## src/hdl/fahq_ram.sv

```systemverilog
// generic single-port-write, single-port-read ram with registered read
// no dependencies
module fahq_ram #(
   parameter int WIDTH = 8,
   parameter int DEPTH = 16
) (
   input  logic                     clock,
   input  logic                     wr_en,
   input  logic [$clog2(DEPTH)-1:0] wr_addr,
   input  logic [WIDTH-1:0]         wr_data,
   input  logic [$clog2(DEPTH)-1:0] rd_addr,
   output logic [WIDTH-1:0]         rd_data
);
   logic [WIDTH-1:0] mem [DEPTH];

   always_ff @(posedge clock) begin
      if (wr_en) begin
         mem[wr_addr] <= wr_data;
      end
      rd_data <= mem[rd_addr];
   end
endmodule

```

## config.mk

```make
export PLATFORM = sky130hd
export DESIGN_NAME = fahq_ram
export DESIGN_NICKNAME = d
export VERILOG_FILES = /design/src/hdl/fahq_ram.sv
export SDC_FILE = /design/constraint.sdc
export NUM_CORES = 1
export LEC_CHECK = 0
export BUFFER_PORTS_ARGS = -buffer_cell sky130_fd_sc_hd__clkbuf_2
export CAP_MARGIN = 25
export CORE_AREA = 5 5 108 110
export DETAILED_ROUTE_END_ITERATION = 6
export DIE_AREA = 0 0 113 115
export PLACE_DENSITY = 0.76
export SLEW_MARGIN = 20
export SYNTH_ARGS = -nofsm -noshare
export SYNTH_HDL_FRONTEND = slang
export SYNTH_SLANG_ARGS = --single-unit
```

## constraint.sdc

```tcl
create_clock -name clock -period 1.6 [get_ports clock]
set_input_delay 0 -clock clock [delete_from_list [all_inputs] [get_ports clock]]
set_output_delay 0 -clock clock [all_outputs]
set_load 0.01 [all_outputs]
```

---- Word level (Yosys, flattened, before mapping) ----
Memories as Yosys holds them, arrays and structs flattened. A register that Yosys moved wholly into a read port is not among the register bits.
Index checks and enable logic that the tools add are counted.
operators by class
  add/subtract/negate cells ............... 0
  bitwise gates (word level) .............. 0
  $mul .................................... 0
  reduce and logical (&&, ||, !) cells .... 0
  $lt $le $gt $ge ......................... 0
  div/mod/pow operators ................... 0
  shifts and indexed selects .............. 0
  multiplexer cells ....................... 2
  equality and inequality tests ........... 0
operator list
  operator          count
  2-to-1 mux 1 bit  2
word-level totals
  bits in read-only memories .............. 0
  input bits .............................. 18
  memories kept ........................... 1
  latch bits .............................. 0
  bits in registers ....................... 0
  output and inout bits ................... 8
  RAM bits ................................ 128
  word-level logic and storage cells ...... 3
memories
  memory  depth  width  rd ports  clocked after memory_dff  wr ports  line  source
  mem     16     8      1         1                         1         14    logic [WIDTH-1:0] mem [DEPTH];

---- Depth between registers and ports, before layout ----
Gate-level depths: netlist of run 1.
  depth after elaboration ................. 2
  depth in mapped cells ................... 5

---- Least setup slack after synthesis of run 1 ----
No wires, ideal clock.
  path type ............................... input port to flip-flop
  start point ............................. input port wr_addr[2]
  end point ............................... memory mem[0][0], enable pin
  path slack .............................. 107 ps
  data arrival time ....................... 1110 ps
  library setup time ...................... 383 ps
  cell stages on the path ................. 2
  cell sequence ........................... or3b_2 nor3_1
RTL lines
  element             line  source
  start: declaration  9     input logic [$clog2(DEPTH)-1:0] wr_addr,
  end: declaration    14
No word-level cell before the write port.

==> impl_metrics.json, run 1 <==
{
  "yosys.area_share.simple_pct": 3.18,
  "post_cts_resized": 0,
  "die_w_um": 113,
  "syn_nets": 247,
  "rsz0062_at_grt": "false",
  "hold_viol": 0,
  "skew_ns": 0.00494,
  "synth.top_cell.area_share_pct": 74.7,
  "reg2reg_slack_ns": 0.24,
  "cts_buffer_depth": 2,
  "holdCritStartpoint": "rd_addr[2]",
  "crit_path_start_kind": "flop",
  "crit_type": "flop to flop",
  "nFillCells": 722,
  "crit_required_ns": 2.00,
  "startpoint": "mem[0][1]$_DFFE_PP_",
  "final_common_cell": "edfxtp_1",
  "period_needed_ns": 1.36,
  "setup_viol": 0,
  "slew_headroom_pct": 61.7,
  "syn_inst": 229,
  "hold_path_class": "input port to flop",
  "grt.total_usage_pct": 15.9,
  "die_h_um": 115,
  "final.setup.tns_ns": 0,
  "cts_tree": "done",
  "postRouteAntennaNets": 0,
  "dp_hpwl_mm": 6.15,
  "insertion_delay_ns": 0.51,
  "post-place-ws_ns": 0.228,
  "grt_pass1_vias": 2513,
  "pwr_density_cell_nw_per_um2": 1280,
  "grt_first_pass_wirelength_mm": 14.7,
  "max_freq_mhz": 738,
  "cp_max_fo": 1,
  "synth.distinct_cells": 19,
  "gp_congestion": 0.765,
  "yosys_warnings": 0,
  "path_clk_slew_ns": 0.06,
  "clock-sinks": 136,
  "cts_buffers": 17,
  "crit_end": "rd_data[1]$_DFF_P_",
  "syn2layout_area_growth_pct": 19.6,
  "wl_per_cell_um": 20.8,
  "rows": 38,
  "synth_fa_ha_area_share_pct": 0,
  "slew_violations": 0,
  "yosys-top-cells-area": "edfxtp_1 (75%), mux4_2 (7.9%), mux4_1 (7.1%)",
  "p_leak_nw": 2.12,
  "cts_max_level": 4,
  "place_inst": 405,
  "ys_seq_elements": 136,
  "fin_cells": 445,
  "drc_errors": 0,
  "synth_top_family_by_area": "multiplexers",
  "yosysTopAreaCell": "edfxtp_1",
  "rr_startpoint": "mem[0][1]$_DFFE_PP_",
  "core-area_um2": 10600,
  "syn_area_um2": 5150,
  "dr.first_iter.drc_count": 196,
  "dr.pass1.iters": 4,
  "root_buffer": "clkbuf_8",
  "antenna_found_initial": 0,
  "antennaDiodeCount": 0,
  "numPortBuffers": 25,
  "vias": 2418,
  "cts_hold_buf": 8,
  "synth_compound_area_share_pct": 2.33,
  "r2r_cells": 3,
  "synthMuxAreaShare_pct": 15.0,
  "synthXorXnorAreaFrac_pct": 0,
  "status": "finished clean",
  "grt_max_degree": 17,
  "drive_gt1_share_pct": 29.2,
  "ys_seq_area_share_pct": 77.8,
  "worstMarginPinSlew_ns": 0.572,
  "start_util_pct": 48.5,
  "final_cell_mix": "edfxtp_1 (128), clkbuf_2 (25), buf_4 (19)",
  "die_area_um2": 13000,
  "overflow": 0,
  "ios": 26,
  "postCtsSetupBuffers": 0,
  "cp-end-kind": "flop",
  "syn_avg_cell_area_um2": 22.5,
  "wl_mm": 9.25,
  "fin_crit_sh_pct": 84.7,
  "drv_cap": 0,
  "layout.nets": 310,
  "worst_slack_ns": 0.245,
  "r2r_end": "rd_data[1]$_DFF_P_",
  "vdd_ir_drop_max_uv": 614,
  "arrival_ns": 1.75,
  "vias_per_cell": 5.43
}
==> worst min path at each step <==
stage | slack [ns] | to | depth (start not counted)
floorplan | 0.1 | mem[0][0]$_DFFE_PP_ | 0
global placement | 0.39 | rd_data[0] | 1
detailed placement | 0.39 | rd_data[0] | 1
CTS | 0.003 | rd_data[1]$_DFF_P_ | 4
global route | 0.06 | rd_data[1]$_DFF_P_ | 4
finish | 0.03 | rd_data[1]$_DFF_P_ | 4
==> sequential cells by signal, indices dropped and copies added (netlist names) <==
| register | cells |
|---|---|
| mem | 128 |
| rd_data | 8 |
==> report_power, final <==
part | total (mW) | switching [mW] | internal (mW)
combinational | 0.386 | 0.211 | 0.175
sequential | 4.01 | 0.0228 | 3.99
clock | 3.47 | 1.30 | 2.17
total | 7.86 | 1.53 | 6.33
==> cell type report <==
class	count	area, um^2	area share, %
Clock buffer	19	422	6.85
Clock inverter	13	111	1.81
Sequential cell	136	4000	65.0
Timing Repair Buffer	54	388	6.30
Tap cell	140	175	2.84
Multi-Input combinational cell	83	1060	17.2
==> metal layers <==
layer  up-vias  track usage (%)  share of wire, %
li1       1102                -                 -
met1      1251             19.6                40
met2        55             26.9                54
met3        10             4.21               4.6
met4         0             6.65               1.3
met5         -                0                 0
==> per-stage QoR <==
| stage | cell area (um^2) | util [%] | power, mW | hold WS, ns |
|---|---|---|---|---|
| 5_1_grt | 6160 | 58.1 | 8.12 | 0.0561 |
| 3_3_place_gp | 5540 | 52.3 | 4.44 | 0.390 |
| 2_1_floorplan | 5150 | - | 4.29 | 0.0989 |
| 3_5_place_dp | 5540 | 52.3 | 4.46 | 0.393 |
| 4_1_cts | 6160 | 58.1 | 7.94 | 0.00298 |
| 6_report | 6160 | 58.1 | 7.86 | 0.0308 |
==> kinds of logic (layout without fill, tap and decap cells) <==
| group | count (synthesis) | count (layout) |
|---|---|---|
| multiplexers | 32 | 32 |
| AO/OA/AOI/OAI | 16 | 16 |
| AND/OR/NAND/NOR | 35 | 35 |
| buffers and inverters | 10 | 86 |
| flip-flops | 136 | 136 |
==> critical path: stages, from the launching register on <==
cell      delay, ns
edfxtp_1       0.37
mux4_1         0.51
a22oi_1        0.29
nand2_1        0.08
==> cells in the mapped netlist, drive strengths merged <==
library cell and count:
nand3 1, nor3 4, buf 7, edfxtp 128
mux4 32, a22oi 16, or3b 1, nand2b 2
nor2 13, and2 1, nor2b 1, dfxtp 8
nand2 9, and2b 1, nand3b 2, clkdlybuf4s25 3
(Power assumes the default switching activity.)
==> run 2: changes to the inputs <==
--- a/config.mk
+++ b/config.mk
@@ -5,12 +5,13 @@
 export SDC_FILE = /design/constraint.sdc
 export NUM_CORES = 1
 export LEC_CHECK = 0
+export ABC_AREA = 1
 export BUFFER_PORTS_ARGS = -buffer_cell sky130_fd_sc_hd__clkbuf_2
 export CAP_MARGIN = 25
-export CORE_AREA = 5 5 108 110
+export CORE_AREA = 5 5 114 116
 export DETAILED_ROUTE_END_ITERATION = 6
-export DIE_AREA = 0 0 113 115
-export PLACE_DENSITY = 0.76
+export DIE_AREA = 0 0 119 121
+export PLACE_DENSITY = 0.73
 export SLEW_MARGIN = 20
 export SYNTH_ARGS = -nofsm -noshare
 export SYNTH_HDL_FRONTEND = slang
==> constraint.sdc (replaced) <==
create_clock -name clock -period 1.3 [get_ports clock]
set_input_delay 0 -clock clock [delete_from_list [all_inputs] [get_ports clock]]
set_output_delay 0 -clock clock [all_outputs]
set_load 0.01 [all_outputs]
==> run 2 against run 1 <==
Effect of this change:
- fmax up 24%
- sequential power up 23%
- global-route usage up 2.4 points
- register-to-register slack worse by 0.04 ns
- clock power up 21%
- wire length up 35%
- clock-buffer cell count down 2
- via count up 60%
- critical path type unchanged
==> impl_metrics.json, run 2 <==
{
  "period_needed_ns": 1.10,
  "synth.top_cell.area_share_pct": 66.7,
  "yosys-top-cells-count": "nand2_1 (173), edfxtp_1 (128), inv_1 (100)",
  "cts_buffer_depth": 2,
  "core-area_um2": 11800,
  "cts_buffers": 17,
  "yosysMostFrequentCell": "nand2_1",
  "nFillCells": 955,
  "vdd_ir_drop_max_uv": 745,
  "drc_errors": 0,
  "grt.total_usage_pct": 18.3,
  "rsz0062_at_grt": "false",
  "cp_max_fo": 1,
  "largest_reg_flops": 128,
  "synth_edf_count": 128,
  "p_sw_share_pct": 22.9,
  "p_leak_nw": 2.90,
  "yosysTopAreaCell": "edfxtp_1",
  "die_area_um2": 14400,
  "final_common_cell": "nand2_1",
  "status": "finished clean",
  "pwr_density_cell_nw_per_um2": 1470,
  "top_regs": "mem: 128 flops, rd_data: 8 flops",
  "path_clk_slew_ns": 0.06,
  "grt_pass1_vias": 3650,
  "grt_max_degree": 65,
  "ys_seq_area_share_pct": 69.4,
  "crit_end": "rd_data[3]$_DFF_P_",
  "dr.pass1.iters": 6,
  "overflow": 0,
  "power_mw": 9.75,
  "rr_startpoint": "mem[8][3]$_DFFE_PP_",
  "hold_viol": 0,
  "seq_area_um2": 4000,
  "antennaDiodeCount": 0,
  "dp_hpwl_mm": 7.60,
  "cts_tree": "done",
  "wl_mm": 12.5,
  "syn_nets": 569,
  "synth.distinct_cells": 12,
  "syn_inst": 551,
  "slew_headroom_pct": 57.8,
  "start_util_pct": 48.8,
  "wl_per_cell_um": 16.6,
  "synthArstFlopShare_pct": 0,
  "die_h_um": 121,
  "layout.nets": 611,
  "insertion_delay_ns": 0.41,
  "multi_input_area_um2": 1210,
  "final_cell_mix": "nand2_1 (173), edfxtp_1 (128), inv_1 (100)",
  "cts_max_level": 4,
  "die_w_um": 119,
  "root_buffer": "clkbuf_16",
  "p_sw_mw": 2.23,
  "reg2reg_slack_ns": 0.20,
  "cp-end-kind": "flop",
  "worstMarginPinSlew_ns": 0.632,
  "rows": 40,
  "vias": 3866,
  "syn_area_um2": 5770,
  "fin_crit_sh_pct": 84.3,
  "setup_viol": 0,
  "postCtsSetupBuffers": 0,
  "clock-sinks": 136,
  "skew_ns": 0.00685,
  "post_cts_resized": 0,
  "antenna_found_initial": 0,
  "gp_congestion": 0.776,
  "crit_type": "flop to flop",
  "yosys-top-cells-area": "edfxtp_1 (67%), nand2_1 (11%), nand3_1 (8.4%)",
  "regMostFlops": "mem",
  "ios": 26,
  "numPortBuffers": 25,
  "intPower_mw": 7.52,
  "crit_path_start_kind": "flop",
  "syn_avg_cell_area_um2": 10.5,
  "grt_first_pass_wirelength_mm": 19.7,
  "startpoint": "mem[8][3]$_DFFE_PP_",
  "arrival_ns": 1.39,
  "p_clk_share_pct": 43.1,
  "max_freq_mhz": 912,
  "drive_gt1_share_pct": 13.0,
  "crit_required_ns": 1.59,
  "syn2layout_area_growth_pct": 15.4,
  "seqPwrFrac_pct": 50.6,
  "hold_path_class": "input port to flop",
  "drv_cap": 0,
  "r2r_cells": 6,
  "p_comb_share_pct": 6.3,
  "dr.first_iter.drc_count": 429,
  "slew_violations": 0,
  "yosys_warnings": 0,
  "postRouteAntennaNets": 0,
  "r2r_end": "rd_data[3]$_DFF_P_",
  "vias_per_cell": 5.13,
  "ys_seq_elements": 136,
  "synth_ff_type": "edfxtp_1",
  "final.setup.tns_ns": 0
}
run 2: cell count changes after synthesis, moves of 10 or more:
cell and change:
buf_2 +10, nand2_1 +164, nand3_1 +96, mux4_2 -18, a22oi_1 -16, inv_1 +100, mux4_1 -14
run 2: layer usage:
metal	vias to the layer above	GRT usage, %	part of all wire [%]
met2	179	30.1	51
met5	-	0	0
li1	1863	-	-
met4	0	6.81	1.7
met1	1809	23.7	41
met3	15	4.29	6.5
run 2: timing repair:
action                                  CTS  global route
hold buffers                              1             0
endpoints found under the setup margin    0             0
hold endpoints to repair                  5             0
run 2: worst min path at each step:
stage,from,to,slack [ns],cells after the start
after floorplan,wr_data[0],mem[0][0]$_DFFE_PP_,0.1,0
after global placement,rd_data[1]$_DFF_P_,rd_data[1],0.39,1
after detailed placement,rd_data[1]$_DFF_P_,rd_data[1],0.39,1
after CTS,wr_data[0],mem[0][0]$_DFFE_PP_,0.05,1
after global routing,wr_data[0],mem[0][0]$_DFFE_PP_,0.06,1
final,wr_data[0],mem[0][0]$_DFFE_PP_,0.05,1
run 2: power by group through the flow:
stage | Combinational (mW) | Clock [mW] | Sequential (mW)
after floorplan | 0.346 | 0 | 5.03
after global placement | 0.596 | 0 | 5.02
after detailed placement | 0.613 | 0 | 5.02
after CTS | 0.619 | 4.25 | 4.93
after global routing | 0.685 | 4.48 | 4.94
final | 0.616 | 4.21 | 4.93
run 2: logic make-up after synthesis:
family | count (synthesis) | share of synthesized area, %
buffers and inverters | 126 | 9.52
DFF | 136 | 69.4
and+or+nand+nor | 289 | 21.0
run 2: critical path: stages, from the launching register on:
cell and delay (ns):
edfxtp_1 0.36, inv_1 0.06, nand2_1 0.05, nand3_1 0.09, nand3_1 0.14, nand3_1 0.20, nand2_1 0.08
run 2: final cells by class:
type / count / area share [%]
clock buffers: 17 / 6.39
well taps: 147 / 2.76
flip-flops and latches: 136 / 60.1
repair buffers: 47 / 5.15
inverters: 102 / 5.75
clock inverters: 15 / 1.58
multi-input cells: 289 / 18.2
run 2: stage by stage:
stage               instances  utilization, %  setup WS [ns]  area (um^2)  hold slack (ns)
floorplan                 551               -          0.349         5770           0.0989
global placement          720            51.8          0.151         6120            0.389
detailed placement        720            51.8         0.0843         6120            0.389
CTS                       753            56.4          0.205         6660           0.0508
global route              753            56.4          0.116         6660           0.0592
finish                    753            56.4          0.204         6660           0.0511
==> run 3: changes to the inputs <==
==> config.mk (replaced) <==
export PLATFORM = sky130hd
export DESIGN_NAME = fahq_ram
export DESIGN_NICKNAME = d
export VERILOG_FILES = /design/src/hdl/fahq_ram.sv
export SDC_FILE = /design/constraint.sdc
export NUM_CORES = 1
export LEC_CHECK = 0
export ABC_AREA = 0
export BUFFER_PORTS_ARGS = -buffer_cell sky130_fd_sc_hd__clkbuf_2
export CAP_MARGIN = 25
export CORE_AREA = 5 5 108 110
export DETAILED_ROUTE_END_ITERATION = 6
export DIE_AREA = 0 0 113 115
export PLACE_DENSITY = 0.76
export SLEW_MARGIN = 20
export SYNTH_ARGS = -nofsm -noshare
export SYNTH_HDL_FRONTEND = slang
export SYNTH_SLANG_ARGS = --single-unit
==> constraint.sdc (replaced) <==
create_clock -name clock -period 0.9 [get_ports clock]
set_input_delay 0 -clock clock [delete_from_list [all_inputs] [get_ports clock]]
set_output_delay 0 -clock clock [all_outputs]
set_load 0.01 [all_outputs]
==> run 3 against run 2 <==
Effect of this change:
- the run now ends with negative setup slack left
- utilization is 6.3 points higher
- non-clock buffer count rose by 27
- wire length decreased by 21%
- sequential power increased by 45%
- die area fell by 9.8%
- via count decreased by 34%
- first-iteration DRC count is 46% lower
- register-to-register slack got worse by 0.59 ns
- sequential share of layout area rose by 0.29 points
- clock-buffer cell count grew 7
- hold slack gained 0.013 ns
- critical endpoint is now rd_data[4]$_DFF_P_
- largest power group unchanged
- highest routed layer unchanged
==> impl_metrics.json, run 3 (synthesis gave the netlist of run 1 again) <==
{
  "status": "finished, violations left",
  "violations": "negative setup slack",
  "postCtsSetupBuffers": 0,
  "antennaDiodeCount": 0,
  "cp-end-kind": "flop",
  "rows": 38,
  "nFillCells": 705,
  "die_area_um2": 13000,
  "final_common_cell": "edfxtp_1",
  "cts_max_level": 4,
  "slew_headroom_pct": 34.9,
  "syn2layout_area_growth_pct": 29.0,
  "drc_errors": 0,
  "ios": 26,
  "top_layer_used": "met4",
  "regMostFlops": "mem",
  "path_buf_inv": 0,
  "p_clk_share_pct": 45.3,
  "cts_tree": "done",
  "arrival_ns": 1.68,
  "max_freq_mhz": 780,
  "fin_cells": 465,
  "final_cell_mix": "edfxtp_1 (128), mux4_2 (32), buf_4 (28)",
  "r2r_end": "rd_data[4]$_DFF_P_",
  "clock-sinks": 136,
  "seqPwrFrac_pct": 48.6,
  "p_sw_share_pct": 19.2,
  "insertion_delay_ns": 0.52,
  "wirelength_met1_mm": 3.94,
  "drive_gt1_share_pct": 48.3,
  "cts_buffers": 17,
  "wl_per_cell_um": 21.2,
  "dr.first_iter.drc_count": 232,
  "grt_max_degree": 17,
  "route.met3.wl_um": 656,
  "intPower_mw": 11.9,
  "place_inst": 425,
  "largest_reg_flops": 128,
  "fin_util_pct": 62.6,
  "drv_cap": 0,
  "fin_crit_sh_pct": 142,
  "holdPathEnd": "rd_data[1]$_DFF_P_",
  "power_mw": 14.7,
  "p_sw_mw": 2.82,
  "antenna_found_initial": 0,
  "crit_type": "flop to flop",
  "crit_path_start_kind": "flop",
  "max_stage_delay_ns": 0.51,
  "die_h_um": 115,
  "p_leak_nw": 2.24,
  "cts_buffer_depth": 2,
  "final.setup.tns_ns": -3.17,
  "hold_path_class": "input port to flop",
  "hold_viol": 0,
  "start_util_pct": 48.5,
  "slowest_stage": "mux4_2",
  "numPortBuffers": 25,
  "reg2reg_slack_ns": -0.38,
  "root_buffer": "clkbuf_8",
  "r2r_cells": 3,
  "cp_cell_sequence": "mux4_2 > a22oi_2 > nand2_1",
  "grt.total_usage_pct": 16.9,
  "vdd_ir_drop_max_uv": 1140,
  "top_regs": "mem: 128 flops, rd_data: 8 flops",
  "grt_pass1_vias": 2663,
  "overflow": 0,
  "grt_first_pass_wirelength_mm": 15.4,
  "die_w_um": 113,
  "postRouteAntennaNets": 0,
  "holdCritStartpoint": "rd_addr[1]",
  "rr_startpoint": "mem[14][4]$_DFFE_PP_",
  "crit_required_ns": 1.29,
  "dp_hpwl_mm": 6.64,
  "skew_ns": 0.00929,
  "layout.nets": 330,
  "fin_hold_ws_ns": 0.0640,
  "path_clk_slew_ns": 0.06,
  "vias": 2559,
  "period_needed_ns": 1.28,
  "cp_max_fo": 1,
  "critical_path.top_delay_family": "multiplexers",
  "setup_viol": 16,
  "slew_violations": 0,
  "core-area_um2": 10600,
  "rsz0062_at_grt": "true",
  "multi_input_area_um2": 1150,
  "dr.pass1.iters": 4,
  "p_comb_share_pct": 6.1,
  "worst_slack_ns": -0.382,
  "vias_per_cell": 5.50,
  "hold_path_depth": 4,
  "pwr_density_cell_nw_per_um2": 2220,
  "wl_met2_mm": 5.11,
  "worstMarginPinSlew_ns": 0.972,
  "gp_congestion": 0.708,
  "seq_area_um2": 4010,
  "wl_mm": 9.88
}
-- run 3: worst max-delay path by stage --
| stage | start | endpoint | cells past startpoint |
|---|---|---|---|
| 2_1_floorplan | mem[3][0]$_DFFE_PP_ | rd_data[0]$_DFF_P_ | 3 |
| 3_3_place_gp | rd_addr[0] | rd_data[3]$_DFF_P_ | 6 |
| 3_5_place_dp | rd_addr[0] | rd_data[4]$_DFF_P_ | 6 |
| 4_1_cts | mem[3][7]$_DFFE_PP_ | rd_data[7]$_DFF_P_ | 3 |
| 5_1_grt | mem[1][1]$_DFFE_PP_ | rd_data[1]$_DFF_P_ | 3 |
| 6_report | mem[14][4]$_DFFE_PP_ | rd_data[4]$_DFF_P_ | 3 |
-- run 3: metal layers --
layer,GRT usage (%),vias up
met3,5.00,14
met2,27.4,99
met1,21.7,1316
met5,0,-
met4,6.81,0
li1,-,1130
-- run 3: repair_timing --
action                                  CTS  global route
hold buffers                              8             0
resized for setup                        15            16
hold endpoints to repair                128             0
pin swaps                                 4             3
endpoints found under the setup margin   16            16
-- run 3: cell type report --
| class | instances | share of cell area (%) |
|---|---|---|
| multi-input cells | 83 | 17.3 |
| repair buffers | 74 | 10.9 |
| clock buffers | 24 | 6.93 |
| well taps | 140 | 2.64 |
| flip-flops and latches | 136 | 60.4 |
| clock inverters | 8 | 1.81 |
-- run 3: through the flow --
| step | worst slack, ns | instance area (um^2) |
|---|---|---|
| CTS | -0.357 | 6600 |
| floorplan | -0.227 | 5190 |
| global route | -0.437 | 6640 |
| finish | -0.382 | 6640 |
| global placement | -0.527 | 5880 |
| detailed placement | -0.545 | 5880 |
-- run 3: power by group through the flow --
stage	logic, mW	registers (mW)	clock network, mW
floorplan	0.399	7.26	0
global placement	0.784	7.26	0
detailed placement	0.807	7.27	0
CTS	0.873	7.14	6.79
global route	0.964	7.16	7.08
finish	0.899	7.15	6.67
-- run 3: tightest hold or removal path: cells and delay by family --
kind,cells,cell delay (ns)
and+or+nand+nor,1,0.07
buffers and inverters,1,0.17
muxes,1,0.21
AOI/OAI and AO/OA,1,0.09
